### config.mk
export PLATFORM = sky130hd
export DESIGN_NAME = charger_supervisor_fsm_flat
export DESIGN_NICKNAME = d
export VERILOG_FILES = /design/src/design/chgsup_pkg.sv /design/src/design/chgsup_in_if.sv /design/src/design/chgsup_out_if.sv /design/src/design/chgsup_sdiv.sv /design/src/design/chgsup_lane.sv /design/src/design/charger_supervisor_fsm.sv /design/src/flat_wrapper.sv
export VERILOG_INCLUDE_DIRS = /design/src /design/src/design
export SDC_FILE = /design/constraint.sdc
export NUM_CORES = 1
export LEC_CHECK = 0
export BUFFER_PORTS_ARGS = -buffer_cell sky130_fd_sc_hd__buf_2
export CORE_MARGIN = 2
export CORE_UTILIZATION = 60
export DETAILED_ROUTE_END_ITERATION = 7
export PLACE_DENSITY = 0.75
export SYNTH_ARGS = -nofsm -noshare
export SYNTH_HDL_FRONTEND = slang
export SYNTH_SLANG_ARGS = --single-unit
### constraint.sdc
create_clock -name clk -period 6.6 [get_ports clk]
set_clock_uncertainty 0.2 [all_clocks]
set_input_delay 1.32 -clock clk [delete_from_list [all_inputs] [get_ports clk]]
set_output_delay 1.32 -clock clk [all_outputs]
set_load 0.005 [all_outputs]
### src/design/assert_macros.svh
// Assertion helpers for the charger supervisor design file.
`ifndef ASSERT_MACROS_SVH
`define ASSERT_MACROS_SVH

// The consequent must hold in the same cycle as the antecedent.
`define CHGSUP_ASSERT_IMPL(label, clk, rst_n, ante, cons) \
    label: assert property (@(posedge clk) disable iff (!rst_n) (ante) |-> (cons)) \
        else $error("charger supervisor: same-cycle check failed");

// The consequent must hold in the cycle after the antecedent.
`define CHGSUP_ASSERT_NEXT(label, clk, rst_n, ante, cons) \
    label: assert property (@(posedge clk) disable iff (!rst_n) (ante) |=> (cons)) \
        else $error("charger supervisor: next-cycle check failed");

`endif

### src/design/chgsup_pkg.sv
package chgsup_pkg;

    localparam int SAMPLE_W   = 12;
    localparam int VALUE_W    = 16;
    localparam int PROD_W     = 28;
    localparam int MUL_STEPS  = SAMPLE_W;
    localparam int DIV_STEPS  = PROD_W;
    localparam int MUL_CNT_W  = $clog2(MUL_STEPS);
    localparam int DIV_CNT_W  = $clog2(DIV_STEPS);

    // Supply millivolts are 1200 mV * 4096 divided by the reference sample.
    localparam logic [PROD_W-1:0]   SUPPLY_NUM = PROD_W'(1200 * 4096);

    // Scale ratios reduced to lowest terms; truncation is unchanged by the reduction.
    localparam logic [SAMPLE_W-1:0] VIN_NUM  = SAMPLE_W'(224700 / 100);
    localparam logic [SAMPLE_W-1:0] VIN_DEN  = SAMPLE_W'(4700 / 100);
    localparam logic [SAMPLE_W-1:0] VOUT_NUM = SAMPLE_W'(71000 / 1000);
    localparam logic [SAMPLE_W-1:0] VOUT_DEN = SAMPLE_W'(15000 / 1000);
    localparam logic [SAMPLE_W-1:0] CUR_NUM  = SAMPLE_W'(1000 / 20);
    localparam logic [SAMPLE_W-1:0] CUR_DEN  = SAMPLE_W'(780 / 20);

    localparam logic [2:0] MODE_INIT   = 3'd0;
    localparam logic [2:0] MODE_START  = 3'd1;
    localparam logic [2:0] MODE_CHARGE = 3'd2;
    localparam logic [2:0] MODE_STOP   = 3'd3;
    localparam logic [2:0] MODE_OVER   = 3'd4;
    localparam logic [2:0] MODE_SLEEP  = 3'd5;

    localparam logic [2:0] LED_KEEP   = 3'd0;
    localparam logic [2:0] LED_SLOW   = 3'd1;
    localparam logic [2:0] LED_CHARGE = 3'd2;
    localparam logic [2:0] LED_FAULT  = 3'd3;
    localparam logic [2:0] LED_OFF    = 3'd4;

    localparam logic [2:0] CFG_OVER_VOLTAGE  = 3'd0;
    localparam logic [2:0] CFG_UNDER_VOLTAGE = 3'd1;
    localparam logic [2:0] CFG_SLEEP_VOLTAGE = 3'd2;
    localparam logic [2:0] CFG_MIN_CURRENT   = 3'd3;
    localparam logic [2:0] CFG_CHARGE_SUPPLY = 3'd4;
    localparam logic [2:0] CFG_HOLD_TICKS    = 3'd5;

    typedef struct packed {
        logic [SAMPLE_W-1:0] adc_input;
        logic [SAMPLE_W-1:0] adc_current;
        logic [SAMPLE_W-1:0] adc_output;
        logic [SAMPLE_W-1:0] adc_reference;
    } in_item_t;

    typedef struct packed {
        logic [2:0]         next_state;
        logic               buck_enable;
        logic [2:0]         led_pattern;
        logic               enter_sleep;
        logic [VALUE_W-1:0] input_mv;
        logic [VALUE_W-1:0] output_mv;
        logic [VALUE_W-1:0] current_ma;
        logic [VALUE_W-1:0] supply_mv;
    } out_item_t;

    function automatic logic [VALUE_W-1:0] sat16(input logic [PROD_W-1:0] v);
        return (|v[PROD_W-1:VALUE_W]) ? {VALUE_W{1'b1}} : v[VALUE_W-1:0];
    endfunction

endpackage

### src/design/chgsup_in_if.sv
interface chgsup_in_if import chgsup_pkg::*; ();
    logic     valid;
    logic     ready;
    in_item_t data;

    modport source (output valid, output data, input ready);
    modport sink (input valid, input data, output ready);
endinterface

### src/design/chgsup_out_if.sv
interface chgsup_out_if import chgsup_pkg::*; ();
    logic      valid;
    logic      ready;
    out_item_t data;

    modport source (output valid, output data, input ready);
    modport sink (input valid, input data, output ready);
endinterface

### src/design/chgsup_sdiv.sv
module chgsup_sdiv import chgsup_pkg::*; (
    input  logic                clk,
    input  logic                rst_n,
    input  logic                start,
    input  logic [PROD_W-1:0]   dividend,
    input  logic [SAMPLE_W-1:0] divisor,
    output logic                done,
    output logic [PROD_W-1:0]   quotient
);

    logic                 busy_reg, busy_next;
    logic                 done_reg, done_next;
    logic [DIV_CNT_W-1:0] cnt_reg, cnt_next;
    logic [SAMPLE_W-1:0]  rem_reg, rem_next;
    logic [PROD_W-1:0]    quo_reg, quo_next;
    logic [SAMPLE_W:0]    trial;
    logic [SAMPLE_W:0]    diff;
    logic                 fits;

    // Restoring division, one quotient bit per cycle, MSB first.
    assign trial = {rem_reg, quo_reg[PROD_W-1]};
    assign diff  = trial - {1'b0, divisor};
    assign fits  = trial >= {1'b0, divisor};

    always_comb
    begin
        busy_next = busy_reg;
        done_next = 1'b0;
        cnt_next  = cnt_reg;
        rem_next  = rem_reg;
        quo_next  = quo_reg;
        if (start)
        begin
            busy_next = 1'b1;
            cnt_next  = DIV_CNT_W'(DIV_STEPS - 1);
            rem_next  = '0;
            quo_next  = dividend;
        end
        else if (busy_reg)
        begin
            rem_next = fits ? diff[SAMPLE_W-1:0] : trial[SAMPLE_W-1:0];
            quo_next = {quo_reg[PROD_W-2:0], fits};
            cnt_next = cnt_reg - 1'b1;
            if (cnt_reg == '0)
            begin
                busy_next = 1'b0;
                done_next = 1'b1;
            end
        end
    end

    always_ff @(posedge clk or negedge rst_n)
    begin
        if (!rst_n)
        begin
            busy_reg <= 1'b0;
            done_reg <= 1'b0;
            cnt_reg  <= '0;
        end
        else
        begin
            busy_reg <= busy_next;
            done_reg <= done_next;
            cnt_reg  <= cnt_next;
        end
    end

    always_ff @(posedge clk)
    begin
        rem_reg <= rem_next;
        quo_reg <= quo_next;
    end

    assign done     = done_reg;
    assign quotient = quo_reg;

endmodule

### src/design/chgsup_lane.sv
module chgsup_lane import chgsup_pkg::*; (
    input  logic                clk,
    input  logic                rst_n,
    input  logic                start,
    input  logic [SAMPLE_W-1:0] sample,
    input  logic [VALUE_W-1:0]  supply,
    input  logic [SAMPLE_W-1:0] coef_num,
    input  logic [SAMPLE_W-1:0] coef_den,
    output logic                done,
    output logic [VALUE_W-1:0]  value
);

    localparam logic [1:0] LANE_IDLE = 2'd0;
    localparam logic [1:0] LANE_MUL1 = 2'd1;
    localparam logic [1:0] LANE_MUL2 = 2'd2;
    localparam logic [1:0] LANE_DIV  = 2'd3;

    logic [1:0]           phase_reg, phase_next;
    logic [MUL_CNT_W-1:0] cnt_reg, cnt_next;
    logic [SAMPLE_W-1:0]  mult_reg, mult_next;
    logic [VALUE_W-1:0]   mcand_reg, mcand_next;
    logic [PROD_W-1:0]    acc_reg, acc_next;
    logic [PROD_W-1:0]    sum;
    logic                 div_start;
    logic                 div_done;
    logic [PROD_W-1:0]    div_quo;

    // Shift-add multiply, one multiplier bit per cycle, MSB first.
    assign sum = {acc_reg[PROD_W-2:0], 1'b0}
               + (mult_reg[SAMPLE_W-1] ? PROD_W'(mcand_reg) : '0);

    always_comb
    begin
        phase_next = phase_reg;
        cnt_next   = cnt_reg;
        mult_next  = mult_reg;
        mcand_next = mcand_reg;
        acc_next   = acc_reg;
        div_start  = 1'b0;
        unique case (phase_reg)
            LANE_IDLE:
            begin
                if (start)
                begin
                    phase_next = LANE_MUL1;
                    cnt_next   = MUL_CNT_W'(MUL_STEPS - 1);
                    mult_next  = sample;
                    mcand_next = supply;
                    acc_next   = '0;
                end
            end
            LANE_MUL1:
            begin
                acc_next  = sum;
                mult_next = {mult_reg[SAMPLE_W-2:0], 1'b0};
                cnt_next  = cnt_reg - 1'b1;
                if (cnt_reg == '0)
                begin
                    // The product divided by 4096 becomes the next multiplicand.
                    phase_next = LANE_MUL2;
                    mcand_next = sum[PROD_W-1 -: VALUE_W];
                    acc_next   = '0;
                    mult_next  = coef_num;
                    cnt_next   = MUL_CNT_W'(MUL_STEPS - 1);
                end
            end
            LANE_MUL2:
            begin
                acc_next  = sum;
                mult_next = {mult_reg[SAMPLE_W-2:0], 1'b0};
                cnt_next  = cnt_reg - 1'b1;
                if (cnt_reg == '0)
                begin
                    phase_next = LANE_DIV;
                    div_start  = 1'b1;
                end
            end
            LANE_DIV:
            begin
                if (div_done)
                begin
                    phase_next = LANE_IDLE;
                end
            end
            default:
            begin
                phase_next = LANE_IDLE;
            end
        endcase
    end

    always_ff @(posedge clk or negedge rst_n)
    begin
        if (!rst_n)
        begin
            phase_reg <= LANE_IDLE;
            cnt_reg   <= '0;
        end
        else
        begin
            phase_reg <= phase_next;
            cnt_reg   <= cnt_next;
        end
    end

    always_ff @(posedge clk)
    begin
        mult_reg  <= mult_next;
        mcand_reg <= mcand_next;
        acc_reg   <= acc_next;
    end

    chgsup_sdiv u_div (
        .clk      (clk),
        .rst_n    (rst_n),
        .start    (div_start),
        .dividend (sum),
        .divisor  (coef_den),
        .done     (div_done),
        .quotient (div_quo)
    );

    assign done  = div_done;
    assign value = sat16(div_quo);

endmodule

### src/design/charger_supervisor_fsm.sv
// Charger supervisor. Each request on the adc channel carries one set of four
// 12-bit converter samples; each produces exactly one item on the status channel
// with the new charger state, buck enable, LED pattern code, sleep request and
// the computed input, output, current and supply values, saturated at 65535.
// Thresholds are written through wr_en / wr_index / wr_data; the user must write
// them only while the block is idle, which the block itself does not enforce.
// An index above five is ignored. The supply division runs on a bit-serial
// divider, then three lanes run in parallel, each with two shift-add multiplies
// and a bit-serial divide; the control then moves the result to the output.
// One request is worked on at a time. The result sits in an output register;
// adc.ready rises again as soon as the result is registered, even if the
// receiver has not taken it yet. If the receiver stalls, a finished
// computation waits until the register frees.
// Reset clears the charger to init with the converter off and zero ticks, and
// loads the default thresholds.
`include "assert_macros.svh"

module charger_supervisor_fsm import chgsup_pkg::*; (
    input  logic                 clk,
    input  logic                 rst_n,
    input  logic                 wr_en,
    input  logic [2:0]           wr_index,
    input  logic [VALUE_W-1:0]   wr_data,
    chgsup_in_if.sink            adc,
    chgsup_out_if.source         status
);

    localparam logic [1:0] CTL_IDLE   = 2'd0;
    localparam logic [1:0] CTL_SUPPLY = 2'd1;
    localparam logic [1:0] CTL_SCALE  = 2'd2;
    localparam logic [1:0] CTL_WRITE  = 2'd3;

    logic [1:0]          ctl_reg, ctl_next;
    in_item_t            sample_reg;
    logic [VALUE_W-1:0]  over_reg, under_reg, sleep_reg, min_cur_reg, csup_reg, hold_reg;
    logic [2:0]          mode_reg, mode_next;
    logic [VALUE_W-1:0]  ticks_reg, ticks_next;
    logic                buck_reg, buck_next;
    logic                res_valid_reg, res_valid_next;
    out_item_t           res_data_reg;

    logic                accept;
    logic                sup_done;
    logic [PROD_W-1:0]   sup_quo;
    logic [VALUE_W-1:0]  supply;
    logic [2:0]          lane_done;
    logic [VALUE_W-1:0]  vin, vout, cur;
    logic                load;
    logic [2:0]          mode_eff;
    logic [2:0]          led;
    logic                sleep_req;

    assign accept    = adc.valid && adc.ready;
    assign adc.ready = (ctl_reg == CTL_IDLE);
    assign load      = (ctl_reg == CTL_WRITE) && (!res_valid_reg || status.ready);

    // The divisor is read on every iteration, so it comes from the captured request.
    chgsup_sdiv u_supply_div (
        .clk      (clk),
        .rst_n    (rst_n),
        .start    (accept),
        .dividend (SUPPLY_NUM),
        .divisor  (sample_reg.adc_reference),
        .done     (sup_done),
        .quotient (sup_quo)
    );

    // A zero reference makes every quotient bit one, which saturates as required.
    assign supply = sat16(sup_quo);

    chgsup_lane u_vin (
        .clk      (clk),
        .rst_n    (rst_n),
        .start    (sup_done),
        .sample   (sample_reg.adc_input),
        .supply   (supply),
        .coef_num (VIN_NUM),
        .coef_den (VIN_DEN),
        .done     (lane_done[0]),
        .value    (vin)
    );

    chgsup_lane u_vout (
        .clk      (clk),
        .rst_n    (rst_n),
        .start    (sup_done),
        .sample   (sample_reg.adc_output),
        .supply   (supply),
        .coef_num (VOUT_NUM),
        .coef_den (VOUT_DEN),
        .done     (lane_done[1]),
        .value    (vout)
    );

    chgsup_lane u_cur (
        .clk      (clk),
        .rst_n    (rst_n),
        .start    (sup_done),
        .sample   (sample_reg.adc_current),
        .supply   (supply),
        .coef_num (CUR_NUM),
        .coef_den (CUR_DEN),
        .done     (lane_done[2]),
        .value    (cur)
    );

    always_comb
    begin
        ctl_next = ctl_reg;
        unique case (ctl_reg)
            CTL_IDLE:
            begin
                if (accept)
                begin
                    ctl_next = CTL_SUPPLY;
                end
            end
            CTL_SUPPLY:
            begin
                if (sup_done)
                begin
                    ctl_next = CTL_SCALE;
                end
            end
            CTL_SCALE:
            begin
                if (lane_done[0])
                begin
                    ctl_next = CTL_WRITE;
                end
            end
            CTL_WRITE:
            begin
                if (load)
                begin
                    ctl_next = CTL_IDLE;
                end
            end
            default:
            begin
                ctl_next = CTL_IDLE;
            end
        endcase
    end

    // Charger state machine; over-voltage overrides the stored state first.
    always_comb
    begin
        mode_eff   = (vin > over_reg) ? MODE_OVER : mode_reg;
        mode_next  = mode_eff;
        buck_next  = buck_reg;
        ticks_next = ticks_reg;
        led        = LED_KEEP;
        sleep_req  = 1'b0;
        unique case (mode_eff)
            MODE_INIT:
            begin
                buck_next = 1'b0;
                if (vin < over_reg && vin > under_reg)
                begin
                    mode_next = MODE_START;
                end
                else
                begin
                    if (vin < sleep_reg)
                    begin
                        mode_next = MODE_SLEEP;
                    end
                    led = LED_SLOW;
                end
            end
            MODE_START:
            begin
                buck_next = 1'b1;
                mode_next = MODE_CHARGE;
            end
            MODE_CHARGE:
            begin
                led = LED_CHARGE;
                if (vin < under_reg)
                begin
                    mode_next = MODE_INIT;
                end
                else if (cur < min_cur_reg && ticks_reg > hold_reg && supply > csup_reg)
                begin
                    // The counter is cleared and then counts this step.
                    mode_next  = MODE_STOP;
                    ticks_next = VALUE_W'(1);
                end
                else
                begin
                    ticks_next = ticks_reg + 1'b1;
                end
            end
            MODE_STOP:
            begin
                buck_next = 1'b0;
                mode_next = (cur < min_cur_reg) ? MODE_SLEEP : MODE_INIT;
            end
            MODE_OVER:
            begin
                led       = LED_FAULT;
                buck_next = 1'b0;
                if (vin < over_reg)
                begin
                    mode_next = MODE_INIT;
                end
            end
            MODE_SLEEP:
            begin
                led       = LED_OFF;
                sleep_req = 1'b1;
                mode_next = MODE_INIT;
            end
            default:
            begin
                mode_next = MODE_INIT;
            end
        endcase
    end

    always_comb
    begin
        res_valid_next = res_valid_reg && !status.ready;
        if (load)
        begin
            res_valid_next = 1'b1;
        end
    end

    always_ff @(posedge clk or negedge rst_n)
    begin
        if (!rst_n)
        begin
            ctl_reg       <= CTL_IDLE;
            res_valid_reg <= 1'b0;
            mode_reg      <= MODE_INIT;
            ticks_reg     <= '0;
            buck_reg      <= 1'b0;
        end
        else
        begin
            ctl_reg       <= ctl_next;
            res_valid_reg <= res_valid_next;
            if (load)
            begin
                mode_reg  <= mode_next;
                ticks_reg <= ticks_next;
                buck_reg  <= buck_next;
            end
        end
    end

    always_ff @(posedge clk or negedge rst_n)
    begin
        if (!rst_n)
        begin
            over_reg    <= VALUE_W'(22000);
            under_reg   <= VALUE_W'(5000);
            sleep_reg   <= VALUE_W'(1000);
            min_cur_reg <= VALUE_W'(200);
            csup_reg    <= VALUE_W'(2600);
            hold_reg    <= VALUE_W'(10);
        end
        else if (wr_en)
        begin
            case (wr_index)
                CFG_OVER_VOLTAGE:  over_reg    <= wr_data;
                CFG_UNDER_VOLTAGE: under_reg   <= wr_data;
                CFG_SLEEP_VOLTAGE: sleep_reg   <= wr_data;
                CFG_MIN_CURRENT:   min_cur_reg <= wr_data;
                CFG_CHARGE_SUPPLY: csup_reg    <= wr_data;
                CFG_HOLD_TICKS:    hold_reg    <= wr_data;
                default:           ;
            endcase
        end
    end

    always_ff @(posedge clk)
    begin
        if (accept)
        begin
            sample_reg <= adc.data;
        end
        if (load)
        begin
            res_data_reg.next_state  <= mode_next;
            res_data_reg.buck_enable <= buck_next;
            res_data_reg.led_pattern <= led;
            res_data_reg.enter_sleep <= sleep_req;
            res_data_reg.input_mv    <= vin;
            res_data_reg.output_mv   <= vout;
            res_data_reg.current_ma  <= cur;
            res_data_reg.supply_mv   <= supply;
        end
    end

    assign status.valid = res_valid_reg;
    assign status.data  = res_data_reg;

    `CHGSUP_ASSERT_IMPL(a_lanes_in_step, clk, rst_n, lane_done[0], lane_done[1] && lane_done[2])
    `CHGSUP_ASSERT_NEXT(a_accept_starts, clk, rst_n, accept, ctl_reg == CTL_SUPPLY)
    `CHGSUP_ASSERT_IMPL(a_mode_legal, clk, rst_n, 1'b1, mode_reg <= MODE_SLEEP)
    `CHGSUP_ASSERT_IMPL(a_sleep_led, clk, rst_n, res_valid_reg && res_data_reg.enter_sleep, res_data_reg.led_pattern == LED_OFF)

endmodule
### src/flat_wrapper.sv
// flat-port wrapper written by rule: the top's interface ports become plain ports
module charger_supervisor_fsm_flat import chgsup_pkg::*;
  (clk, rst_n, wr_en, wr_index, wr_data, adc_valid, adc_data, adc_ready, status_valid, status_data, status_ready);
  chgsup_in_if adc_i ();
  chgsup_out_if status_i ();
  input  logic clk;
  input  logic rst_n;
  input  logic wr_en;
  input  logic [2:0] wr_index;
  input  logic [VALUE_W-1:0] wr_data;
  input wire logic [$bits(adc_i.valid)-1:0] adc_valid;
  input wire logic [$bits(adc_i.data)-1:0] adc_data;
  output wire logic [$bits(adc_i.ready)-1:0] adc_ready;
  output wire logic [$bits(status_i.valid)-1:0] status_valid;
  output wire logic [$bits(status_i.data)-1:0] status_data;
  input wire logic [$bits(status_i.ready)-1:0] status_ready;
  assign adc_i.valid = adc_valid;
  assign adc_i.data = adc_data;
  assign adc_ready = adc_i.ready;
  assign status_valid = status_i.valid;
  assign status_data = status_i.data;
  assign status_i.ready = status_ready;
  charger_supervisor_fsm u_core (.clk(clk), .rst_n(rst_n), .wr_en(wr_en), .wr_index(wr_index), .wr_data(wr_data), .adc(adc_i), .status(status_i));
endmodule
---- Yosys cells after proc, flatten, opt, wreduce, memory -nomap -nowiden ----
Cells that the tools add are included.
word-level totals
  register bits ........................... 610
  input port bits ......................... 72
  output and inout bits ................... 74
  word-level logic and storage cells ...... 294
operators by class
  add/subtract/negate cells ............... 15
  order comparisons ....................... 12
  equal/unequal tests ..................... 38
  muxes and demuxes ....................... 116
  bitwise operators ....................... 1
  reduce and logical (&&, ||, !) cells .... 54
operators with widths
  kind                                                                                   count
  27-bit one-hot mux with 3 select lines                                                 3
  16-bit 2-to-1 mux                                                                      11
  28-bit 2-to-1 mux                                                                      6
  12-bit 2-to-1 mux                                                                      10
  27-bit 2-to-1 mux                                                                      4
  12-bit one-hot mux with 3 select lines                                                 3
  16-bit one-hot mux with 2 select lines                                                 3
  28-bit by 16-bit adder with 28-bit output                                              3
  16-bit > comparator                                                                    4
  16-bit < comparator                                                                    4
  12-bit OR reduction                                                                    4
  5-bit 2-to-1 mux                                                                       8
  4-bit one-hot mux with 3 select lines                                                  3
  1-bit 2-to-1 mux                                                                       33
  2-bit one-hot mux with 4 select lines                                                  4
  2-bit 2-to-1 mux                                                                       14
  13-bit by 6-bit greater-or-equal comparator with 1-bit output (second input constant)  2
  12-bit by 6-bit subtractor with 12-bit output (second input constant)                  2
  3-bit 2-to-1 mux                                                                       7
  5-bit logical NOT                                                                      4
  5-bit by 1-bit subtractor with 5-bit output (second input constant)                    4
  2-bit inequality test (second input constant)                                          9
  2-bit AND reduction                                                                    9
  16-bit by 1-bit adder with 16-bit output (second input constant)                       1
  other kinds (27)                                                                       81

---- Depth between registers and ports, before layout ----
  word-level depth ........................ 8
  mapped depth ............................ 15
  depth with buffers taken out ............ 13

---- By module ----
Synthesis repeated with hierarchy kept, for this count alone.
second synthesis, totals
  cells, all modules ...................... 3208
  area, all modules ....................... 34498.1 um^2
modules (own cells, without submodules)
  module                                 times used  cells an instance  area each (um^2)  sequential area each (um^2)
  charger_supervisor_fsm                 1           901                10976.8           6586.3
  chgsup_lane at u_core.u_cur ...        2           441                4181.5            1801.7
  chgsup_sdiv at u_core.u_cur.u_div ...  2           253                2737.6            1256.2
  chgsup_sdiv at u_core.u_vin.u_div ...  2           230                2627.5            1256.2
  chgsup_lane at u_core.u_vout           1           459                4428.0            1801.7

---- Least setup slack after synthesis ----
OpenSTA, ideal clock, no wires.
  kind .................................... register to register
  from .................................... register u_core.u_vin.u_div.quo_reg[27] (netlist: u_core.u_vin.u_div.quotient[27])
  to ...................................... register u_core.ticks_reg[11]
  arrival time ............................ 3.707 ns
  data required time ...................... 6.322 ns
  setup slack ............................. 2.615 ns
  cell stages (with the launch flop) ...... 15
  clock period less this slack ............ 3.985 ns
  path through ............................ edfxtp_1 > nor4_1 > nand3_1 > clkbuf_1 > or2_2 > ha_1 > and3_1 > o21ai_2 > a31oi_1 > a211o_1 > o21ba_2 > or4b_4 > buf_6 > or4_1 > a21oi_1
on the way
  cells in the longest elaborated chain, start to end .. 6
  elaborated cells between the ends (all ways) .. 8
RTL lines
  item                                            RTL line                       RTL
  from (decl)                                     chgsup_sdiv.sv:15              logic [PROD_W-1:0] quo_reg, quo_next;
  from (signal assigned)                          chgsup_sdiv.sv:71              quo_reg <= quo_next;
  12-bit OR reduction *                           chgsup_pkg.sv:61               return (|v[PROD_W-1:VALUE_W]) ? {VALUE_W{1'b1}} : v[VALUE_W-1:0];
  16-bit 2-to-1 mux *                             chgsup_pkg.sv:61
  net u_core.u_vin.value[15]                      chgsup_lane.sv:10              output logic [VALUE_W-1:0] value
  16-bit > comparator                             charger_supervisor_fsm.sv:149  mode_eff = (vin > over_reg) ? MODE_OVER : mode_reg;
  3-bit 2-to-1 mux                                charger_supervisor_fsm.sv:149
  3-bit by 2-bit equality test with 1-bit output  charger_supervisor_fsm.sv:155  unique case (mode_eff)
  3-bit AND reduction (no line) *                 --
  to (signal assigned)                            charger_supervisor_fsm.sv:248  ticks_reg <= ticks_next;
  to (decl)                                       charger_supervisor_fsm.sv:37   logic [VALUE_W-1:0] ticks_reg, ticks_next;
Mark *: on every way through the listed nets, which the timed path passes. The rest lies on a longest branch.
A chain may end at the register's enable or synchronous reset.

---- Worst setup path in the final report ----
  from .................................... register u_core.u_vin.u_div.quo_reg[27] (netlist: u_core.u_vin.u_div.quotient[27])
  to ...................................... register u_core.ticks_reg[9]
The elaborated chain is that of the path after synthesis.

==> metrics.yaml <==
synth:
  netlist_area_um2: 30800
  syn_area_per_cell_um2: 10.6
  synth_common_cells: "369 x edfxtp_1, 301 x nand2_1, 280 x nor2_1"
  synth_top_area_frac: 0.360
  synth_nets: 3168
  synth_area_leaders: "edfxtp_1 36%, dfrtp_1 11%, ha_1 7.5%, dfxtp_1 4.9%, o21ai_0 3.8%"
  netlist_instances: 2907
  yosysWarnings: 0
  yosys.area.top_type: "edfxtp_1"
  synth_flop_cell: "edfxtp_1"
  synth.most_common_cell: "edfxtp_1"
  ys_seq_elements: 610
  synth_edf_count: 369
  ys_seq_area_frac: 0.545
  async_flop_share: 0.270
  synth.distinct_cells: 79
cells_and_area:
  drive_above_1_share: 0.144
  largest_reg_flops: 72
  syn_to_final_growth_pct: 11.6
  fin_cells: 3751
  fin_nets: 3287
  num_antenna_cells: 0
worst_setup_path:
  reg2reg_setup_slack_ns: 1.83
  crit_required_ns: 6.91
  r2r_end: "u_core.ticks_reg[9]"
  worst_path_largest_cell_delay_ns: 0.66
  crit_buf_inv: 0
  cp_top_family: "simple AND/OR/NAND/NOR gates"
  slowest_stage: "or4b_4"
  r2r_start: "u_core.u_vin.u_div.quotient[27]"
  crit_start: "u_core.u_vin.u_div.quotient[27]"
  crit_path_end_kind: "flop"
  cp-start-kind: "flop"
  crit_type: "flop to flop"
  crit_chain: "nor4_1 -> nand3_1 -> or2_2 -> ha_1 -> and3_1 -> nand3_1 -> nor2_1 -> and3_1 -> o21ba_2 -> or4b_4 -> or4_1 -> a21oi_1"
  cp_max_fo: 32
  r2r_cells: 12
  arrival_ns: 5.08
sta:
  finalSetupTns_ns: 0
  relSlewSlack: 0.125
  rsz0062_at_grt: "no"
  worstMarginPinSlew_ns: 1.30
  finalHoldViolations: 0
  drv_slew: 0
  layout_min_cycle_time_ns: 4.77
  setup_viol: 0
  fmax_mhz: 210
  fin_crit_sh: 0.722
drt:
  wirelength_mm: 72.5
  highest_layer: "met4"
  ant_nets: 0
  met1_length_mm: 31.6
  avgViaCountPerCell: 5.88
  wire_per_inst_um: 19.3
  first_iter_violations: 1996
  first_pass_iters: 6
  dr_total_vias: 22063
  met2WireLength_mm: 34.1
  drc_errors: 0
  routed-wl-met3_mm: 4.55
cts:
  ctsResizeCount: 0
  cts.sinks: 610
  cts_tree: "done"
  cts_hold_buf: 0
  cts_root_buffer: "clkbuf_16"
  clockBufferDepth: 3
  cts_setup_buffers: 0
  cts_buffers: 66
  clk_latency_ns: 0.61
  clk_pin_slew_ns: 0.06
  htreeDepth: 3
min_path:
  hold_depth: 2
  hp-start: "u_core.u_supply_div.quotient[15]"
  hold_end: "u_core.u_supply_div.quotient[16]"
  min_path_type: "flop to flop"
placement:
  dp_cells: 3630
  hpwl_mm: 50.2
  gp_congestion: 0.920
  portBuffers: 145
die:
  num_io_pins: 146
  rows: 82
  fp.dieW_um: 230
  die_y_um: 230
  dieArea_um2: 53100
  core_area_um2: 50400
  start_util: 0.611
global_route:
  grt_pass1_wl_mm: 115
  groute.usage.overall: 0.274
  grt_max_degree: 93
  antenna_found_initial: 3
  grt_pass1_vias: 21494
  grt-ovfl-total: 0
outcome:
  status: "finished clean"
flow_run:
  maxCapViolations: 0
power:
  p_per_area_nw_per_um2: 250
  ir_drop_v: 0.000242
  power.leakage_nw: 13.8
-- kinds of logic after synthesis --
kind of cell | synth area share
fa+ha+maj | 0.0779
xor+xnor | 0.0362
mux | 0.0306
simple gates | 0.147
buf+inv | 0.0379
flops | 0.545
compound gates | 0.125
-- power by group --
part           leakage [nW]  switching [mW]  internal (mW)  total (mW)
logic                  6.89           0.310          0.224       0.534
registers              5.75          0.0471           4.16        4.21
clock network          1.12            1.51           2.32        3.83
-- per-layer routing --
metal / vias to the layer above / GRT usage
li1: 10571 / -
met1: 10696 / 0.373
met5: - / 0
met2: 652 / 0.449
met3: 144 / 0.0479
met4: 0 / 0.0903
-- area by class of cell --
cell class / count / area (um^2)
flip-flops and latches: 610 / 16800
fillers: 3748 / 16000
multi-input cells: 1989 / 12900
clock buffers: 94 / 1960
repair buffers: 166 / 890
well taps: 672 / 841
inverters: 193 / 726
clock inverters: 27 / 297
-- through the flow --
step	power (mW)	setup slack (ns)	area [um^2]	utilization	hold slack [ns]
floorplan	4.63	2.61	30800	-	0.260
global placement	4.78	1.94	32100	0.637	0.276
detailed placement	4.82	1.86	32100	0.637	0.291
CTS	8.63	1.85	34300	0.682	0.303
global route	8.88	1.58	34300	0.682	0.313
finish	8.57	1.83	34300	0.682	0.304
-- cell usage in the layout, fill, tap and decap left out, drive strengths merged, types with 51 or more instances in the layout --
| master | n |
|---|---|
| xnor2 | 76 |
| clkbuf | 94 |
| o21ai | 237 |
| ha | 185 |
| buf | 166 |
| edfxtp | 369 |
| inv | 195 |
| and2 | 57 |
| nand2 | 301 |
| a21oi | 158 |
| or2 | 71 |
| dfrtp | 137 |
| xor2 | 51 |
| nor2 | 281 |
| dfxtp | 76 |
-- worst register-to-register path, delay by kind of cell, from the launching register on --
kind / cells / cell delay (ns)
and+or+nand+nor: 9 / 3.31
AOI/OAI and AO/OA: 2 / 0.41
adders and majority gates: 1 / 0.31
DFF: 1 / 0.48
-- worst max path at each step --
stage	cells past startpoint	slack (ns)	to
after detailed placement	12	1.86	u_core.ticks_reg[9]
final	12	1.83	u_core.ticks_reg[9]
after global routing	12	1.58	u_core.ticks_reg[9]
after global placement	12	1.94	u_core.ticks_reg[13]
after CTS	12	1.85	u_core.ticks_reg[9]
after floorplan	14	2.61	u_core.ticks_reg[11]
Note: power is estimated with default switching activity, not from simulation.
